## src/hw/rtl/tte_pkg.sv

```systemverilog
`timescale 1ns / 1ps
// ----------------------------------------------------------------------------
// tte_pkg
// Shared types, character codes and helpers for the equation token escaper.
// ----------------------------------------------------------------------------
package tte_pkg;

  // size of the per-item byte string
  localparam int OUT_MAX  = 20;
  localparam int CORE_MAX = 13;
  localparam int PRE_MAX  = 4;
  localparam int OUT_CNT_W = $clog2(OUT_MAX + 1);
  localparam int CORE_CNT_W = $clog2(CORE_MAX + 1);
  localparam int PRE_CNT_W = $clog2(PRE_MAX + 1);
  localparam int COUNT_W  = 10;

  typedef logic [OUT_MAX-1:0][7:0]  byte_buf_t;
  typedef logic [CORE_MAX-1:0][7:0] core_t;
  typedef logic [PRE_MAX-1:0][7:0]  pre_t;

  typedef enum logic [1:0] {
    FONT_NONE = 2'd0,
    FONT_ROM  = 2'd1,
    FONT_ITAL = 2'd2
  } font_t;

  // backslash escape pass-through phases
  typedef enum logic [2:0] {
    ESC_IDLE = 3'd0,
    ESC_KIND = 3'd1,
    ESC_ARG  = 3'd2,
    ESC_LAST = 3'd3,
    ESC_NAME = 3'd4
  } esc_phase_t;

  typedef struct packed {
    font_t      prev_font;
    font_t      lead_font;
    logic [7:0] held_char;
    logic       held_valid;
    esc_phase_t escape_phase;
    logic [7:0] escape_kind;
  } tok_state_t;

  localparam tok_state_t TOK_RESET = '{
    prev_font:    FONT_NONE,
    lead_font:    FONT_NONE,
    held_char:    8'h00,
    held_valid:   1'b0,
    escape_phase: ESC_IDLE,
    escape_kind:  8'h00
  };

  typedef struct packed {
    logic       italic_mode;
    logic [7:0] roman_code;
    logic [7:0] italic_code;
  } cfg_t;

  // register map, word index
  localparam logic [1:0] REG_ITALIC_MODE = 2'd0;
  localparam logic [1:0] REG_ROMAN_CODE  = 2'd1;
  localparam logic [1:0] REG_ITALIC_CODE = 2'd2;

  localparam logic [7:0] ROMAN_CODE_RST  = 8'd49;
  localparam logic [7:0] ITALIC_CODE_RST = 8'd50;

  // character codes
  localparam logic [7:0] CH_BSL   = 8'h5c;
  localparam logic [7:0] CH_PIPE  = 8'h7c;
  localparam logic [7:0] CH_LPAR  = 8'h28;
  localparam logic [7:0] CH_RPAR  = 8'h29;
  localparam logic [7:0] CH_LBRK  = 8'h5b;
  localparam logic [7:0] CH_RBRK  = 8'h5d;
  localparam logic [7:0] CH_LT    = 8'h3c;
  localparam logic [7:0] CH_GT    = 8'h3e;
  localparam logic [7:0] CH_MINUS = 8'h2d;
  localparam logic [7:0] CH_EQ    = 8'h3d;
  localparam logic [7:0] CH_PLUS  = 8'h2b;
  localparam logic [7:0] CH_SLASH = 8'h2f;
  localparam logic [7:0] CH_TILDE = 8'h7e;
  localparam logic [7:0] CH_SPACE = 8'h20;
  localparam logic [7:0] CH_CARET = 8'h5e;
  localparam logic [7:0] CH_QUOTE = 8'h27;
  localparam logic [7:0] CH_STAR  = 8'h2a;
  localparam logic [7:0] CH_DOT   = 8'h2e;
  localparam logic [7:0] CH_COLON = 8'h3a;
  localparam logic [7:0] CH_SEMI  = 8'h3b;
  localparam logic [7:0] CH_BANG  = 8'h21;
  localparam logic [7:0] CH_PCT   = 8'h25;
  localparam logic [7:0] CH_DIG0  = 8'h30;
  localparam logic [7:0] CH_DIG9  = 8'h39;
  localparam logic [7:0] CH_LC_F  = 8'h66;
  localparam logic [7:0] CH_LC_J  = 8'h6a;
  localparam logic [7:0] CH_LC_E  = 8'h65;
  localparam logic [7:0] CH_LC_Q  = 8'h71;
  localparam logic [7:0] CH_LC_P  = 8'h70;
  localparam logic [7:0] CH_LC_L  = 8'h6c;
  localparam logic [7:0] CH_LC_S  = 8'h73;
  localparam logic [7:0] CH_LC_M  = 8'h6d;
  localparam logic [7:0] CH_LC_I  = 8'h69;
  localparam logic [7:0] CH_UC_P  = 8'h50;

  // c wrapped in a roman font change and a font restore
  function automatic core_t roman_wrap(input logic [7:0] c, input logic [7:0] code);
    core_t r;
    r    = '0;
    r[0] = CH_BSL;
    r[1] = CH_LC_F;
    r[2] = code;
    r[3] = c;
    r[4] = CH_BSL;
    r[5] = CH_LC_F;
    r[6] = CH_UC_P;
    return r;
  endfunction

  // two-letter character name
  function automatic pre_t char_name(input logic [7:0] a, input logic [7:0] b);
    pre_t r;
    r[0] = CH_BSL;
    r[1] = CH_LPAR;
    r[2] = a;
    r[3] = b;
    return r;
  endfunction

endpackage

```

## src/hw/rtl/tte_in_if.sv

```systemverilog
`timescale 1ns / 1ps
// ----------------------------------------------------------------------------
// tte_in_if
// Input channel: one token byte per transaction with an end-of-token mark.
// ----------------------------------------------------------------------------
interface tte_in_if;
  logic       valid;
  logic       ready;
  logic [7:0] char_in;
  logic       token_end;

  modport source (output valid, output char_in, output token_end, input ready);
  modport sink (input valid, input char_in, input token_end, output ready);
endinterface

```

## src/hw/rtl/tte_out_if.sv

```systemverilog
`timescale 1ns / 1ps
// ----------------------------------------------------------------------------
// tte_out_if
// Result channel: one converted byte per transaction with token-end status.
// ----------------------------------------------------------------------------
interface tte_out_if;
  logic       valid;
  logic       ready;
  logic [7:0] out_byte;
  logic       out_last;
  logic [1:0] first_font;
  logic [1:0] last_font;
  logic       too_long;

  modport source (output valid, output out_byte, output out_last, output first_font,
                  output last_font, output too_long, input ready);
  modport sink (input valid, input out_byte, input out_last, input first_font,
                input last_font, input too_long, output ready);
endinterface

```

## src/hw/rtl/tte_expand.sv

```systemverilog
`timescale 1ns / 1ps
// ----------------------------------------------------------------------------
// tte_expand
// Expands one token byte into its escape string and the next token state.
// ----------------------------------------------------------------------------
module tte_expand (
  input  tte_pkg::cfg_t       cfg,
  input  tte_pkg::tok_state_t st,
  input  logic [7:0]          char_in,
  input  logic                token_end,
  output tte_pkg::tok_state_t st_nxt,
  output tte_pkg::byte_buf_t  bytes,
  output logic [tte_pkg::OUT_CNT_W-1:0] n_bytes
);
  import tte_pkg::*;

  pre_t                  pre;
  logic [PRE_CNT_W-1:0]  pl;
  core_t                 core;
  logic [CORE_CNT_W-1:0] cl;
  logic                  proc;
  logic                  thin_class;
  logic                  roman_class;
  logic                  ital_prev;
  font_t                 f;
  byte_buf_t             pre_ext;
  byte_buf_t             core_ext;

  assign ital_prev = (st.prev_font == FONT_ITAL);

  // digits and punctuation set in roman
  assign roman_class = (char_in >= CH_DIG0 && char_in <= CH_DIG9) ||
                       char_in == CH_COLON || char_in == CH_SEMI ||
                       char_in == CH_BANG || char_in == CH_PCT ||
                       char_in == CH_LPAR || char_in == CH_LBRK ||
                       char_in == CH_RPAR || char_in == CH_RBRK;

  // items preceded by a thin space after italic text
  assign thin_class = roman_class || char_in == CH_PIPE || char_in == CH_EQ ||
                      char_in == CH_PLUS || char_in == CH_SLASH ||
                      char_in == CH_LT || char_in == CH_GT ||
                      char_in == CH_MINUS || char_in == CH_BSL;

  // per-byte decode: prefix segment plus core segment
  always_comb begin
    pre    = '0;
    pl     = '0;
    core   = '0;
    cl     = '0;
    proc   = 1'b0;
    f      = FONT_ROM;
    st_nxt = st;

    if (st.escape_phase != ESC_IDLE) begin
      // escape pass-through
      core[0] = char_in;
      cl      = CORE_CNT_W'(1);
      case (st.escape_phase)
        ESC_KIND: begin
          st_nxt.escape_kind  = char_in;
          st_nxt.escape_phase = ESC_ARG;
        end
        ESC_ARG: begin
          if (st.escape_kind == CH_LPAR) begin
            st_nxt.escape_phase = ESC_LAST;
          end else if (st.escape_kind == CH_STAR && char_in == CH_LPAR) begin
            st_nxt.escape_phase = ESC_NAME;
          end else begin
            st_nxt.escape_phase = ESC_IDLE;
          end
        end
        ESC_NAME: st_nxt.escape_phase = ESC_LAST;
        default:  st_nxt.escape_phase = ESC_IDLE;
      endcase
    end else if (st.held_valid) begin
      // resolve the held '<', '>' or '-'
      st_nxt.held_valid = 1'b0;
      if ((st.held_char == CH_LT || st.held_char == CH_GT) && char_in == CH_EQ) begin
        pre = char_name(st.held_char, CH_EQ);
        pl  = PRE_CNT_W'(4);
      end else if (st.held_char == CH_MINUS && char_in == CH_GT) begin
        pre = char_name(CH_MINUS, CH_GT);
        pl  = PRE_CNT_W'(4);
      end else begin
        if (st.held_char == CH_MINUS) begin
          pre = char_name(CH_LC_M, CH_LC_I);
          pl  = PRE_CNT_W'(4);
        end else begin
          pre[0] = st.held_char;
          pl     = PRE_CNT_W'(1);
        end
        proc = 1'b1;
      end
    end else begin
      proc = 1'b1;
    end

    if (proc) begin
      // a held byte leaves prev_font roman, so prefix never collides here
      if (ital_prev && thin_class) begin
        pre[0] = CH_BSL;
        pre[1] = CH_PIPE;
        pl     = PRE_CNT_W'(2);
      end

      if (roman_class) begin
        core = roman_wrap(char_in, cfg.roman_code);
        cl   = CORE_CNT_W'(7);
      end else if (char_in == CH_DOT) begin
        if (st.prev_font == FONT_ROM) begin
          core = roman_wrap(char_in, cfg.roman_code);
          cl   = CORE_CNT_W'(7);
        end else begin
          core[0] = char_in;
          cl      = CORE_CNT_W'(1);
        end
        f = st.prev_font;
      end else if (char_in == CH_PIPE) begin
        core[0]  = CH_BSL;
        core[1]  = CH_PIPE;
        core[2]  = CH_BSL;
        core[3]  = CH_LC_F;
        core[4]  = cfg.roman_code;
        core[5]  = CH_PIPE;
        core[6]  = CH_BSL;
        core[7]  = CH_LC_F;
        core[8]  = CH_UC_P;
        core[9]  = CH_BSL;
        core[10] = CH_PIPE;
        cl       = CORE_CNT_W'(11);
      end else if (char_in == CH_EQ || char_in == CH_PLUS || char_in == CH_SLASH) begin
        core[0] = CH_BSL;
        core[1] = CH_LPAR;
        core[2] = (char_in == CH_EQ) ? CH_LC_E :
                  (char_in == CH_PLUS) ? CH_LC_P : CH_LC_S;
        core[3] = (char_in == CH_EQ) ? CH_LC_Q : CH_LC_L;
        cl      = CORE_CNT_W'(4);
      end else if (char_in == CH_LT || char_in == CH_GT || char_in == CH_MINUS) begin
        if (token_end) begin
          if (char_in == CH_MINUS) begin
            core[0] = CH_BSL;
            core[1] = CH_LPAR;
            core[2] = CH_LC_M;
            core[3] = CH_LC_I;
            cl      = CORE_CNT_W'(4);
          end else begin
            core[0] = char_in;
            cl      = CORE_CNT_W'(1);
          end
        end else begin
          st_nxt.held_char  = char_in;
          st_nxt.held_valid = 1'b1;
        end
      end else if (char_in == CH_TILDE || char_in == CH_SPACE) begin
        core[0] = CH_BSL;
        core[1] = CH_PIPE;
        core[2] = CH_BSL;
        core[3] = CH_PIPE;
        cl      = CORE_CNT_W'(4);
      end else if (char_in == CH_CARET) begin
        core[0] = CH_BSL;
        core[1] = CH_PIPE;
        cl      = CORE_CNT_W'(2);
      end else if (char_in == CH_BSL) begin
        core[0]             = char_in;
        cl                  = CORE_CNT_W'(1);
        st_nxt.escape_phase = ESC_KIND;
      end else if (char_in == CH_QUOTE) begin
        core[0] = CH_BSL;
        core[1] = CH_LC_F;
        core[2] = ital_prev ? cfg.italic_code : cfg.roman_code;
        core[3] = CH_BSL;
        core[4] = CH_LPAR;
        core[5] = CH_LC_F;
        core[6] = CH_LC_M;
        core[7] = CH_BSL;
        core[8] = CH_LC_F;
        core[9] = CH_UC_P;
        cl      = CORE_CNT_W'(10);
        f       = ital_prev ? FONT_ITAL : FONT_ROM;
      end else if (char_in == CH_LC_F && cfg.italic_mode) begin
        core[0] = CH_BSL;
        core[1] = CH_CARET;
        core[2] = CH_LC_F;
        core[3] = CH_BSL;
        core[4] = CH_CARET;
        cl      = CORE_CNT_W'(5);
        f       = FONT_ITAL;
      end else if (char_in == CH_LC_J && cfg.italic_mode) begin
        core[0] = CH_BSL;
        core[1] = CH_CARET;
        core[2] = CH_LC_J;
        cl      = CORE_CNT_W'(3);
        f       = FONT_ITAL;
      end else if (char_in == CH_LC_F || char_in == CH_LC_J) begin
        core[0] = char_in;
        cl      = CORE_CNT_W'(1);
      end else begin
        core[0] = char_in;
        cl      = CORE_CNT_W'(1);
        f       = cfg.italic_mode ? FONT_ITAL : FONT_ROM;
      end

      // font bookkeeping
      st_nxt.prev_font = f;
      if (st.lead_font == FONT_NONE) begin
        st_nxt.lead_font = f;
      end
    end
  end

  // join prefix and core into one byte string
  assign pre_ext  = {{((OUT_MAX - PRE_MAX) * 8){1'b0}}, pre};
  assign core_ext = {{((OUT_MAX - CORE_MAX) * 8){1'b0}}, core};
  assign bytes    = (core_ext << {pl, 3'b000}) | pre_ext;
  assign n_bytes  = OUT_CNT_W'(pl) + OUT_CNT_W'(cl);

endmodule

```

## src/hw/rtl/typeset_token_escaper.sv

```systemverilog
`timescale 1ns / 1ps
// ----------------------------------------------------------------------------
// typeset_token_escaper
// Converts equation token bytes into typesetter escape strings.
// ----------------------------------------------------------------------------
// Each accepted token byte is expanded into its escape string (0 to 15 bytes),
// which leaves the result channel one byte per transaction; the output shift
// register sends one byte per cycle while out_chan.ready is high. The next
// input byte is loaded in the same cycle that the last byte of the previous
// string is taken. first_font, last_font and too_long are valid on the
// transaction that carries out_last and read zero otherwise. Registers:
// italic_mode at 0x0, roman_code at 0x4, italic_code at 0x8; write them only
// while the block is idle.
module typeset_token_escaper #(
  parameter int MAX_OUT_LEN = 400
) (
  input  logic        clk,
  input  logic        rst_n,
  tte_in_if.sink      in_chan,
  tte_out_if.source   out_chan,
  input  logic        psel,
  input  logic        penable,
  input  logic        pwrite,
  input  logic [3:0]  paddr,
  input  logic [31:0] pwdata,
  output logic [31:0] prdata,
  output logic        pready
);
  import tte_pkg::*;

  logic                 italic_mode_r;
  logic [7:0]           roman_code_r;
  logic [7:0]           italic_code_r;
  cfg_t                 cfg;
  logic                 cfg_wr;

  logic                 in_valid_r;
  logic [7:0]           in_char_r;
  logic                 in_end_r;

  tok_state_t           st_r;
  tok_state_t           st_nxt;
  logic [COUNT_W-1:0]   count_r;
  logic [COUNT_W-1:0]   count_nxt;
  logic [COUNT_W:0]     count_sum;
  logic                 over_r;
  logic                 over_nxt;

  byte_buf_t            exp_bytes;
  logic [OUT_CNT_W-1:0] exp_n;

  byte_buf_t            buf_r;
  logic [OUT_CNT_W-1:0] len_r;
  logic                 last_r;
  logic [1:0]           first_font_r;
  logic [1:0]           last_font_r;
  logic                 too_long_r;

  logic                 load;
  logic                 take;

  // configuration registers
  assign pready = 1'b1;
  assign cfg_wr = psel & penable & pwrite & pready;

  always_ff @(posedge clk) begin
    if (!rst_n) begin
      italic_mode_r <= 1'b0;
      roman_code_r  <= ROMAN_CODE_RST;
      italic_code_r <= ITALIC_CODE_RST;
    end else if (cfg_wr) begin
      case (paddr[3:2])
        REG_ITALIC_MODE: italic_mode_r <= pwdata[0];
        REG_ROMAN_CODE:  roman_code_r  <= pwdata[7:0];
        REG_ITALIC_CODE: italic_code_r <= pwdata[7:0];
        default: ;
      endcase
    end
  end

  always_comb begin
    case (paddr[3:2])
      REG_ITALIC_MODE: prdata = {31'd0, italic_mode_r};
      REG_ROMAN_CODE:  prdata = {24'd0, roman_code_r};
      REG_ITALIC_CODE: prdata = {24'd0, italic_code_r};
      default:         prdata = 32'd0;
    endcase
  end

  assign cfg = '{italic_mode: italic_mode_r, roman_code: roman_code_r,
                 italic_code: italic_code_r};

  // handshake: load the expansion when the shift register frees up
  assign take = out_chan.valid & out_chan.ready;
  assign load = in_valid_r &&
                (len_r == '0 || (len_r == OUT_CNT_W'(1) && out_chan.ready));
  assign in_chan.ready = !in_valid_r || load;

  // input register
  always_ff @(posedge clk) begin
    if (!rst_n) begin
      in_valid_r <= 1'b0;
    end else if (in_chan.ready) begin
      in_valid_r <= in_chan.valid;
    end
  end

  always_ff @(posedge clk) begin
    if (in_chan.ready) begin
      in_char_r <= in_chan.char_in;
      in_end_r  <= in_chan.token_end;
    end
  end

  // byte expansion
  tte_expand u_expand (
    .cfg       (cfg),
    .st        (st_r),
    .char_in   (in_char_r),
    .token_end (in_end_r),
    .st_nxt    (st_nxt),
    .bytes     (exp_bytes),
    .n_bytes   (exp_n)
  );

  // saturating output length and overflow flag
  assign count_sum = {1'b0, count_r} + (COUNT_W + 1)'(exp_n);
  assign count_nxt = count_sum[COUNT_W] ? {COUNT_W{1'b1}} : count_sum[COUNT_W-1:0];
  assign over_nxt  = over_r | (count_nxt > COUNT_W'(MAX_OUT_LEN));

  // token state, cleared at token end
  always_ff @(posedge clk) begin
    if (!rst_n) begin
      st_r    <= TOK_RESET;
      count_r <= '0;
      over_r  <= 1'b0;
    end else if (load) begin
      if (in_end_r) begin
        st_r    <= TOK_RESET;
        count_r <= '0;
        over_r  <= 1'b0;
      end else begin
        st_r    <= st_nxt;
        count_r <= count_nxt;
        over_r  <= over_nxt;
      end
    end
  end

  // output shift register
  always_ff @(posedge clk) begin
    if (!rst_n) begin
      len_r <= '0;
    end else if (load) begin
      len_r <= exp_n;
    end else if (take) begin
      len_r <= len_r - OUT_CNT_W'(1);
    end
  end

  always_ff @(posedge clk) begin
    if (load) begin
      buf_r        <= exp_bytes;
      last_r       <= in_end_r;
      first_font_r <= st_nxt.lead_font;
      last_font_r  <= st_nxt.prev_font;
      too_long_r   <= over_nxt;
    end else if (take) begin
      buf_r <= buf_r >> 8;
    end
  end

  assign out_chan.valid      = (len_r != '0);
  assign out_chan.out_byte   = buf_r[0];
  assign out_chan.out_last   = last_r && (len_r == OUT_CNT_W'(1));
  assign out_chan.first_font = out_chan.out_last ? first_font_r : 2'd0;
  assign out_chan.last_font  = out_chan.out_last ? last_font_r : 2'd0;
  assign out_chan.too_long   = out_chan.out_last ? too_long_r : 1'b0;

  // checks
  a_held_vs_escape: assert property (@(posedge clk) disable iff (!rst_n)
    !(st_r.held_valid && st_r.escape_phase != ESC_IDLE))
    else $error("held byte and escape active together");

  a_len_bound: assert property (@(posedge clk) disable iff (!rst_n)
    len_r <= OUT_CNT_W'(OUT_MAX))
    else $error("output string length out of range");

  a_token_clear: assert property (@(posedge clk) disable iff (!rst_n)
    load && in_end_r |=> st_r == TOK_RESET && count_r == '0 && !over_r)
    else $error("token state not cleared after token end");

  a_over_sticky: assert property (@(posedge clk) disable iff (!rst_n)
    over_r && !(load && in_end_r) |=> over_r)
    else $error("overflow flag dropped inside a token");

  a_in_hold: assert property (@(posedge clk) disable iff (!rst_n)
    in_valid_r && !load |=> in_valid_r && $stable(in_char_r) && $stable(in_end_r))
    else $error("pending input byte lost");

endmodule

```

## src/flat_wrapper.sv

```systemverilog
// flat-port wrapper written by rule: the top's interface ports become plain ports
module typeset_token_escaper_flat import tte_pkg::*;
#(
  parameter int MAX_OUT_LEN = 400
)
  (clk, rst_n, psel, penable, pwrite, paddr, pwdata, prdata, pready, in_chan_valid, in_chan_char_in, in_chan_token_end, in_chan_ready, out_chan_valid, out_chan_out_byte, out_chan_out_last, out_chan_first_font, out_chan_last_font, out_chan_too_long, out_chan_ready);
  tte_in_if in_chan_i ();
  tte_out_if out_chan_i ();
  input  logic clk;
  input  logic rst_n;
  input  logic psel;
  input  logic penable;
  input  logic pwrite;
  input  logic [3:0] paddr;
  input  logic [31:0] pwdata;
  output logic [31:0] prdata;
  output logic pready;
  input wire logic [$bits(in_chan_i.valid)-1:0] in_chan_valid;
  input wire logic [$bits(in_chan_i.char_in)-1:0] in_chan_char_in;
  input wire logic [$bits(in_chan_i.token_end)-1:0] in_chan_token_end;
  output wire logic [$bits(in_chan_i.ready)-1:0] in_chan_ready;
  output wire logic [$bits(out_chan_i.valid)-1:0] out_chan_valid;
  output wire logic [$bits(out_chan_i.out_byte)-1:0] out_chan_out_byte;
  output wire logic [$bits(out_chan_i.out_last)-1:0] out_chan_out_last;
  output wire logic [$bits(out_chan_i.first_font)-1:0] out_chan_first_font;
  output wire logic [$bits(out_chan_i.last_font)-1:0] out_chan_last_font;
  output wire logic [$bits(out_chan_i.too_long)-1:0] out_chan_too_long;
  input wire logic [$bits(out_chan_i.ready)-1:0] out_chan_ready;
  assign in_chan_i.valid = in_chan_valid;
  assign in_chan_i.char_in = in_chan_char_in;
  assign in_chan_i.token_end = in_chan_token_end;
  assign in_chan_ready = in_chan_i.ready;
  assign out_chan_valid = out_chan_i.valid;
  assign out_chan_out_byte = out_chan_i.out_byte;
  assign out_chan_out_last = out_chan_i.out_last;
  assign out_chan_first_font = out_chan_i.first_font;
  assign out_chan_last_font = out_chan_i.last_font;
  assign out_chan_too_long = out_chan_i.too_long;
  assign out_chan_i.ready = out_chan_ready;
  typeset_token_escaper #(.MAX_OUT_LEN(MAX_OUT_LEN)) u_core (.clk(clk), .rst_n(rst_n), .in_chan(in_chan_i), .out_chan(out_chan_i), .psel(psel), .penable(penable), .pwrite(pwrite), .paddr(paddr), .pwdata(pwdata), .prdata(prdata), .pready(pready));
endmodule
```

## config.mk

```make
export PLATFORM = sky130hd
export DESIGN_NAME = typeset_token_escaper_flat
export DESIGN_NICKNAME = d
export VERILOG_FILES = /design/src/hw/rtl/tte_pkg.sv /design/src/hw/rtl/tte_in_if.sv /design/src/hw/rtl/tte_out_if.sv /design/src/hw/rtl/tte_expand.sv /design/src/hw/rtl/typeset_token_escaper.sv /design/src/flat_wrapper.sv
export SDC_FILE = /design/constraint.sdc
export NUM_CORES = 1
export LEC_CHECK = 0
export ABC_CLOCK_PERIOD_IN_PS = 5900
export BUFFER_PORTS_ARGS = -buffer_cell sky130_fd_sc_hd__buf_2
export CORE_MARGIN = 2
export CORE_UTILIZATION = 50
export DETAILED_ROUTE_END_ITERATION = 10
export PLACE_DENSITY = 0.67
export SLEW_MARGIN = 20
export SYNTH_ARGS = -nofsm -noshare
export SYNTH_HDL_FRONTEND = slang
export SYNTH_SLANG_ARGS = --single-unit
```

## constraint.sdc

```tcl
create_clock -name clk -period 5.9 [get_ports clk]
set_clock_uncertainty 0.15 [all_clocks]
set_input_delay 0.295 -clock clk [delete_from_list [all_inputs] [get_ports clk]]
set_output_delay 0.295 -clock clk [all_outputs]
set_load 0.01 [all_outputs]
```

==> results of run 1 <==
==> flip-flops by register name (all words and copies together), names as in the netlist, 2 cells and up <==
signal,flops
u_core.first_font_r,2
u_core.count_r,10
u_core.roman_code_r,8
u_core.st_r,24
u_core.buf_r,117
u_core.out_chan.out_byte,8
u_core.last_font_r,2
u_core.italic_code_r,8
u_core.in_char_r,8
u_core.len_r,5
==> Yosys cell counts, drive strengths merged (5+ instances only) <==
cell type / number
ha: 10
a22oi: 23
o21a: 16
nor2: 138
nand2: 159
o211a: 7
nor4: 7
a21o: 17
inv: 18
a211o: 7
nand4: 12
nor3: 41
buf: 64
clkbuf: 59
a21oi: 112
a22o: 13
nor3b: 8
a2bb2oi: 6
o22a: 5
mux2: 7
xnor2: 5
and3: 9
mux2i: 8
nand3: 40
a211oi: 16
o211ai: 11
o21ai: 77
or3: 9
nor2b: 13
a31oi: 26
and2: 28
edfxtp: 140
nand2b: 14
dfxtp: 58
a32oi: 5
a221oi: 8
nand4b: 6
o31ai: 15
o22ai: 6
o221ai: 5
==> repair_timing <==
item / CTS / global route
setup endpoints to repair: 0 / 0
hold buffers: 19 / 0
hold endpoints to repair: 28 / 0
==> power groups by stage <==
| stage | clock [W] | sequential, W | combinational, W |
|---|---|---|---|
| after global placement | 0 | 0.00250 | 0.00187 |
| after detailed placement | 0 | 0.00251 | 0.00189 |
| after global routing | 0.00128 | 0.00254 | 0.00214 |
| after CTS | 0.00123 | 0.00249 | 0.00191 |
| after floorplan | 0 | 0.00249 | 0.00142 |
| final | 0.00122 | 0.00249 | 0.00194 |
==> metrics by stage <==
step | area, um^2 | hold slack (ps) | total power (W) | instances | utilization
finish | 13000 | 74.7 | 0.00565 | 1662 | 0.572
global route | 13000 | 70.7 | 0.00596 | 1662 | 0.572
CTS | 13000 | 59.2 | 0.00563 | 1662 | 0.572
detailed placement | 12200 | 321 | 0.00441 | 1611 | 0.537
global placement | 12200 | 311 | 0.00437 | 1611 | 0.537
floorplan | 11800 | 244 | 0.00391 | 1316 | -
==> path summary, 6_finish.rpt <==
check / end / startpoint / slack [ps] / cells past startpoint
setup / recovery: u_core.too_long_r / u_core.in_char_r[5] / 410 / 14
hold / removal: u_core.italic_code_r[4] / rst_n / 70 / 2
setup reg to reg: u_core.too_long_r / u_core.in_char_r[5] / 410 / 14
hold reg to reg: u_core.italic_code_r[0] / u_core.italic_code_r[0] / 340 / 2
==> cell type report <==
type | instances | area [um^2]
fill | 2045 | 9740
multi-input combinational | 976 | 5720
sequential | 198 | 5370
timing repair buffer | 124 | 868
clock buffer | 17 | 425
tap | 313 | 392
clock inverter | 15 | 191
inverter | 19 | 75.1
==> cell families after synthesis <==
logic type,share of synthesized area
adders and majority gates,0.0141
muxes,0.0136
DFF,0.458
buffers and inverters,0.0630
and+or+nand+nor,0.213
xor gates and xnor gates,0.00524
AOI/OAI and AO/OA,0.232
other,0.000642
==> cells in the final DEF, fill, tap and decap left out, types with 38 or more instances in the layout <==
cell type and n:
nand2_1 155, edfxtp_1 140, nor2_1 137, a21oi_1 110
o21ai_0 65, dfxtp_1 58, buf_4 55, buf_2 49
nand3_1 39, nor3_1 38
==> layer usage <==
metal | vias up | share of wire
met5 | - | 0
met4 | 0 | 0.029
li1 | 4844 | -
met3 | 73 | 0.097
met2 | 534 | 0.43
met1 | 4927 | 0.44
==> metrics, run 1 <==
cell area after synthesis=0.0117 mm^2; grt total ovfl=0; Detailed Place HPWL=25300 um; Clk pwr share=0.216; GRT Util Overall=0.300; drt first pass iters=6; setup bufs post-CTS=0; Top Usage Layer GRT=met2; Max VDD drop=between 0.15 and 0.2 mV; async set or reset register ratio after synthesis=0; Mapped Avg Cell Area=9.07 um^2; crit path DAT=5510 ps; Die H=between 150 and 200 um; clock root cell=clkbuf_16; first-pass GRT wire length=56300 um; crit-path leading delay family=simple AND/OR/NAND/NOR gates; Reg power frac=0.441; area leader, netlist=edfxtp_1; GR met3 Demand/Resource=0.0724; Syn. warnings=0; Comb power frac=0.343; Critical Path Max Stage Delay=710 ps; Routed Wire Length=between 30000 and 40000 um; unrepaired setup endpoints after global routing=false; fmax=182 MHz; initial antenna violation count=1; crit path time final=between 5000 and 6000 ps; critical path, cell by cell=or4b_1 > or3_4 > nand3_2 > nor2_1 > a31oi_1 > fa_1 > fa_1 > a21o_1 > a21o_1 > a21oi_1 > nor2b_1 > o22a_1 > nor3_1 > o221ai_1; Max-Cap Viols=0; Hold Crit Class=in -> reg; number of DRC markers after the initial detailed-route iteration=around 1400; deepest clock path buffer count=2; sequential share of the synthesized area=0.458; Post-Syn Instances=1290; endpoints failing hold=0; ant diodes=0; met2 usage=0.446; H-tree levels=4; CP Class=reg -> reg; GR Util met1=0.432; I/O pins=101; power per cell area=between 400 and 500 mW/mm^2; vias in the first global route=between 9000 and 10000; Area contributors post-synth=edfxtp_1, dfxtp_1, nand2_1, a21oi_1, nor2_1; LEAKAGE=4.99 nW; CTS tree=yes; clock-pin slew on the worst setup and hold paths=80 ps; Crit. End Element=flop; Final GP Congestion=0.987; WL per Instance=21.9 um; outcome=completed; FF+latch count, synth=198; core area=about 0.023 mm^2; CTS Buf Count=17; nets=1400; post-synthesis cell type count=92; Main synth FF type=edfxtp_1; Final period util=0.930; # setup viols final=0; EDFF count, synth=140; switching share of power=0.370; crit-path max FO=9; Sw Pwr=about 0.0021 W; layout cells sized above 1=0.133; fin worst setup slack=slightly above 400 ps; critical path's slowest cell=or4b_1; Resized Gates After CTS=0; largest net degree at the start of global routing=83; Area Overhead vs Synth=11.4%; Worst-Skew Late Latency=460 ps; pre-CTS WS=approximately 530 ps; Vias/cell=between 6 and 7; Critical Path RT=5930 ps; Critical path buffers and inverters=0; Via Count=about 10000; starting density of the core=0.514; Final Max Slew Viols=0; Die X=157 um; worst slew pin tran=1000 ps; area share of the largest cell type after synthesis=0.359; Antenna Nets Post-Route=0; Die ar.=0.0247 mm^2; Max-slew headroom=0.330; startpoint types=flop; drt drc=0; P_int=0.00356 W; row count=55; Sum Neg Setup Slack=0 ps; Port Buffer Count=49; CTS sink count=198
No activity file was read; power rests on OpenSTA's default activity.
==> inputs of run 2 (changes only) <==
Settings changed: PLACE_DENSITY 0.67 to 0.75, RECOVER_POWER set to 50.
==> run 2 against run 1 <==
Design area down 0.89%. Sequential cell count unchanged. Highest routed layer unchanged. Global-route usage is 0.92 points lower. Largest cell class unchanged. The run now ends with max-capacitance violations, max-slew violations left.
==> metrics, run 2 (synthesized netlist as in run 1, its figures left out) <==
CTS tree=yes; number of DRC markers after the initial detailed-route iteration=1693 (+22%); drt drc=0 (unchanged); endpoints failing hold=0 (unchanged); starting density of the core=0.514 (unchanged); ant diodes=0 (unchanged); Critical Path RT=5930 ps (about the same); worst reg2reg startpoint=u_core.in_char_r[4]; commonest non-fill, non-tap cells in the layout=nand2_1, edfxtp_1, nor2_1, a21oi_1, o21ai_0; clock-pin slew on the worst setup and hold paths=90 ps (about the same); # setup viols final=0 (unchanged); r2r setup slk=310 ps (-100 ps); clock root cell=clkbuf_16; Critical Path Max Stage Delay=750 ps (+40 ps); crit path DAT=5620 ps (+110 ps); H-tree levels=4 (unchanged); Final period util=0.947 (+0.0168); Antenna Nets Post-Route=0 (unchanged); Final GP Congestion=1.01 (+1.9%); worst slew pin tran=2960 ps (+1960 ps); Port Buffer Count=49 (unchanged); worst-case hold path end point=u_core.italic_mode_r; Worst Hold Launch=paddr[2]; crit path time final=5590 ps (+99.1 ps); Vias/cell=6.40 (+2.5%); layout cells sized above 1=0.101 (-0.0316); Comb power frac=0.332 (-0.011); Reg power frac=0.437 (-0.004); Resized Gates After CTS=0 (unchanged); Detailed Place HPWL=24600 um (-2.7%); row count=55 (unchanged); startpoint types=flop; nets=1386 (-1.0%); core area=0.0228 mm^2 (unchanged); fmax=179 MHz (-1.8%); critical path, cell by cell=or4b_1 > or3_1 > nand3_2 > nor2_1 > a31oi_1 > fa_1 > fa_1 > a21o_1 > a21o_1 > a21oi_1 > or3_1 > o21ai_0 > nor3_1 > o221ai_1; I/O pins=101 (unchanged); drt first pass iters=7 (+1); Regs by FF count=u_core.buf_r (117), u_core.st_r (24), u_core.count_r (10); FF-to-FF path depth=14 (unchanged); outcome=finished, violations left; P_int=0.00358 W (+0.75%); Max VDD drop=0.236 mV (+26%); LEAKAGE=4.83 nW (-3.2%); Die X=157 um (unchanged); CTS Buf Count=17 (unchanged); Hold Crit Class=in -> reg; Routed Wire Length=35900 um (-1.1%); Area after DPL=0.0121 mm^2 (-0.82%); crit-path max FO=9 (unchanged); Die ar.=0.0247 mm^2 (unchanged); Sw Pwr=0.00216 W (+3.3%); Final Power=0.00574 W (+1.7%); design area=0.0129 mm^2 (-0.89%); failing checks=max-capacitance violations, max-slew violations; GRT Util Overall=0.291 (-0.00918); register with the most flip-flops=u_core.buf_r; Final Max Slew Viols=249 (+249); first-pass GRT wire length=55000 um (-2.2%); switching share of power=0.376 (+0.00578); Clk pwr share=0.231 (+0.015); max reg flops=117 (unchanged); deepest clock path buffer count=2 (unchanged); largest net degree at the start of global routing=101 (+22%); RR Endpoint=u_core.too_long_r; initial antenna violation count=0 (-1); grt total ovfl=0 (unchanged); CTS sink count=198 (unchanged); Via Count=10600 (+1.7%); Max-Cap Viols=4 (+4); Worst-Skew Late Latency=460 ps (about the same); unrepaired setup endpoints after global routing=false; Max-slew headroom=-0.975 (-1.31); WHS Path Cells=4 (+2); Crit. End Element=flop; Die H=157 um (unchanged); vias in the first global route=9527 (+0.43%); Area Overhead vs Synth=10.4%; critical path's slowest cell=or4b_1; hold slack=113 ps (+38.4 ps); WL per Instance=21.8 um (-0.27%); power per cell area=444 mW/mm^2 (+2.6%); CP Class=reg -> reg; Sum Neg Setup Slack=0 ps (unchanged); most common cell after layout, fill and taps aside=nand2_1
[run 2: metal layers]
| metal | part of all wire | track usage | up-vias |
|---|---|---|---|
| li1 | - | - | 4809 |
| met1 | 0.41 | 0.406 | 4964 |
| met2 | 0.44 | 0.444 | 664 |
| met3 | 0.10 | 0.0581 | 115 |
| met4 | 0.041 | 0.119 | 0 |
| met5 | 0 | 0 | - |
[run 2: worst max path at each step]
stage / depth (start not counted) / end / from / slack [ps]
floorplan: 21 / u_core.too_long_r / u_core.in_char_r[6] / 680
global placement: 14 / u_core.too_long_r / u_core.in_char_r[4] / 570
detailed placement: 14 / u_core.too_long_r / u_core.in_char_r[4] / 460
CTS: 14 / u_core.too_long_r / u_core.in_char_r[4] / 420
global route: 14 / u_core.too_long_r / u_core.in_char_r[4] / 50
finish: 14 / u_core.too_long_r / u_core.in_char_r[4] / 310
[run 2: stage by stage]
step	setup WS, ps	instances	util
after floorplan	676	1316	-
after global placement	566	1597	0.532
after detailed placement	464	1597	0.532
after CTS	425	1648	0.570
after global routing	48.1	1648	0.567
final	313	1648	0.567
[run 2: worst max-delay path: cells and delay by family, from the launching register on]
family	cells	cell delay, ps
and+or+nand+nor	6	2160
AOI/OAI and AO/OA	6	1530
adders and majority gates	2	1050
DFF	1	410
[run 2: power by group through the flow]
stage          clock network, W  logic, W  registers, W
2_1_floorplan                 0   0.00142       0.00249
3_3_place_gp                  0   0.00183       0.00250
3_5_place_dp                  0   0.00187       0.00252
4_1_cts                 0.00134   0.00189       0.00249
5_1_grt                 0.00138   0.00210       0.00256
6_report                0.00133   0.00191       0.00251
[run 2: timing repair]
item	CTS	global route
setup buffers	0	0
endpoints found under the hold margin	28	0
hold buffers	19	0
[run 2: cell type report]
type,count,area (um^2)
Inverter,19,75.1
Multi-Input combinational cell,976,5720
Fill cell,2022,9860
Clock buffer,17,425
Clock inverter,15,236
Timing Repair Buffer,110,712
Sequential cell,198,5370
Tap cell,313,392
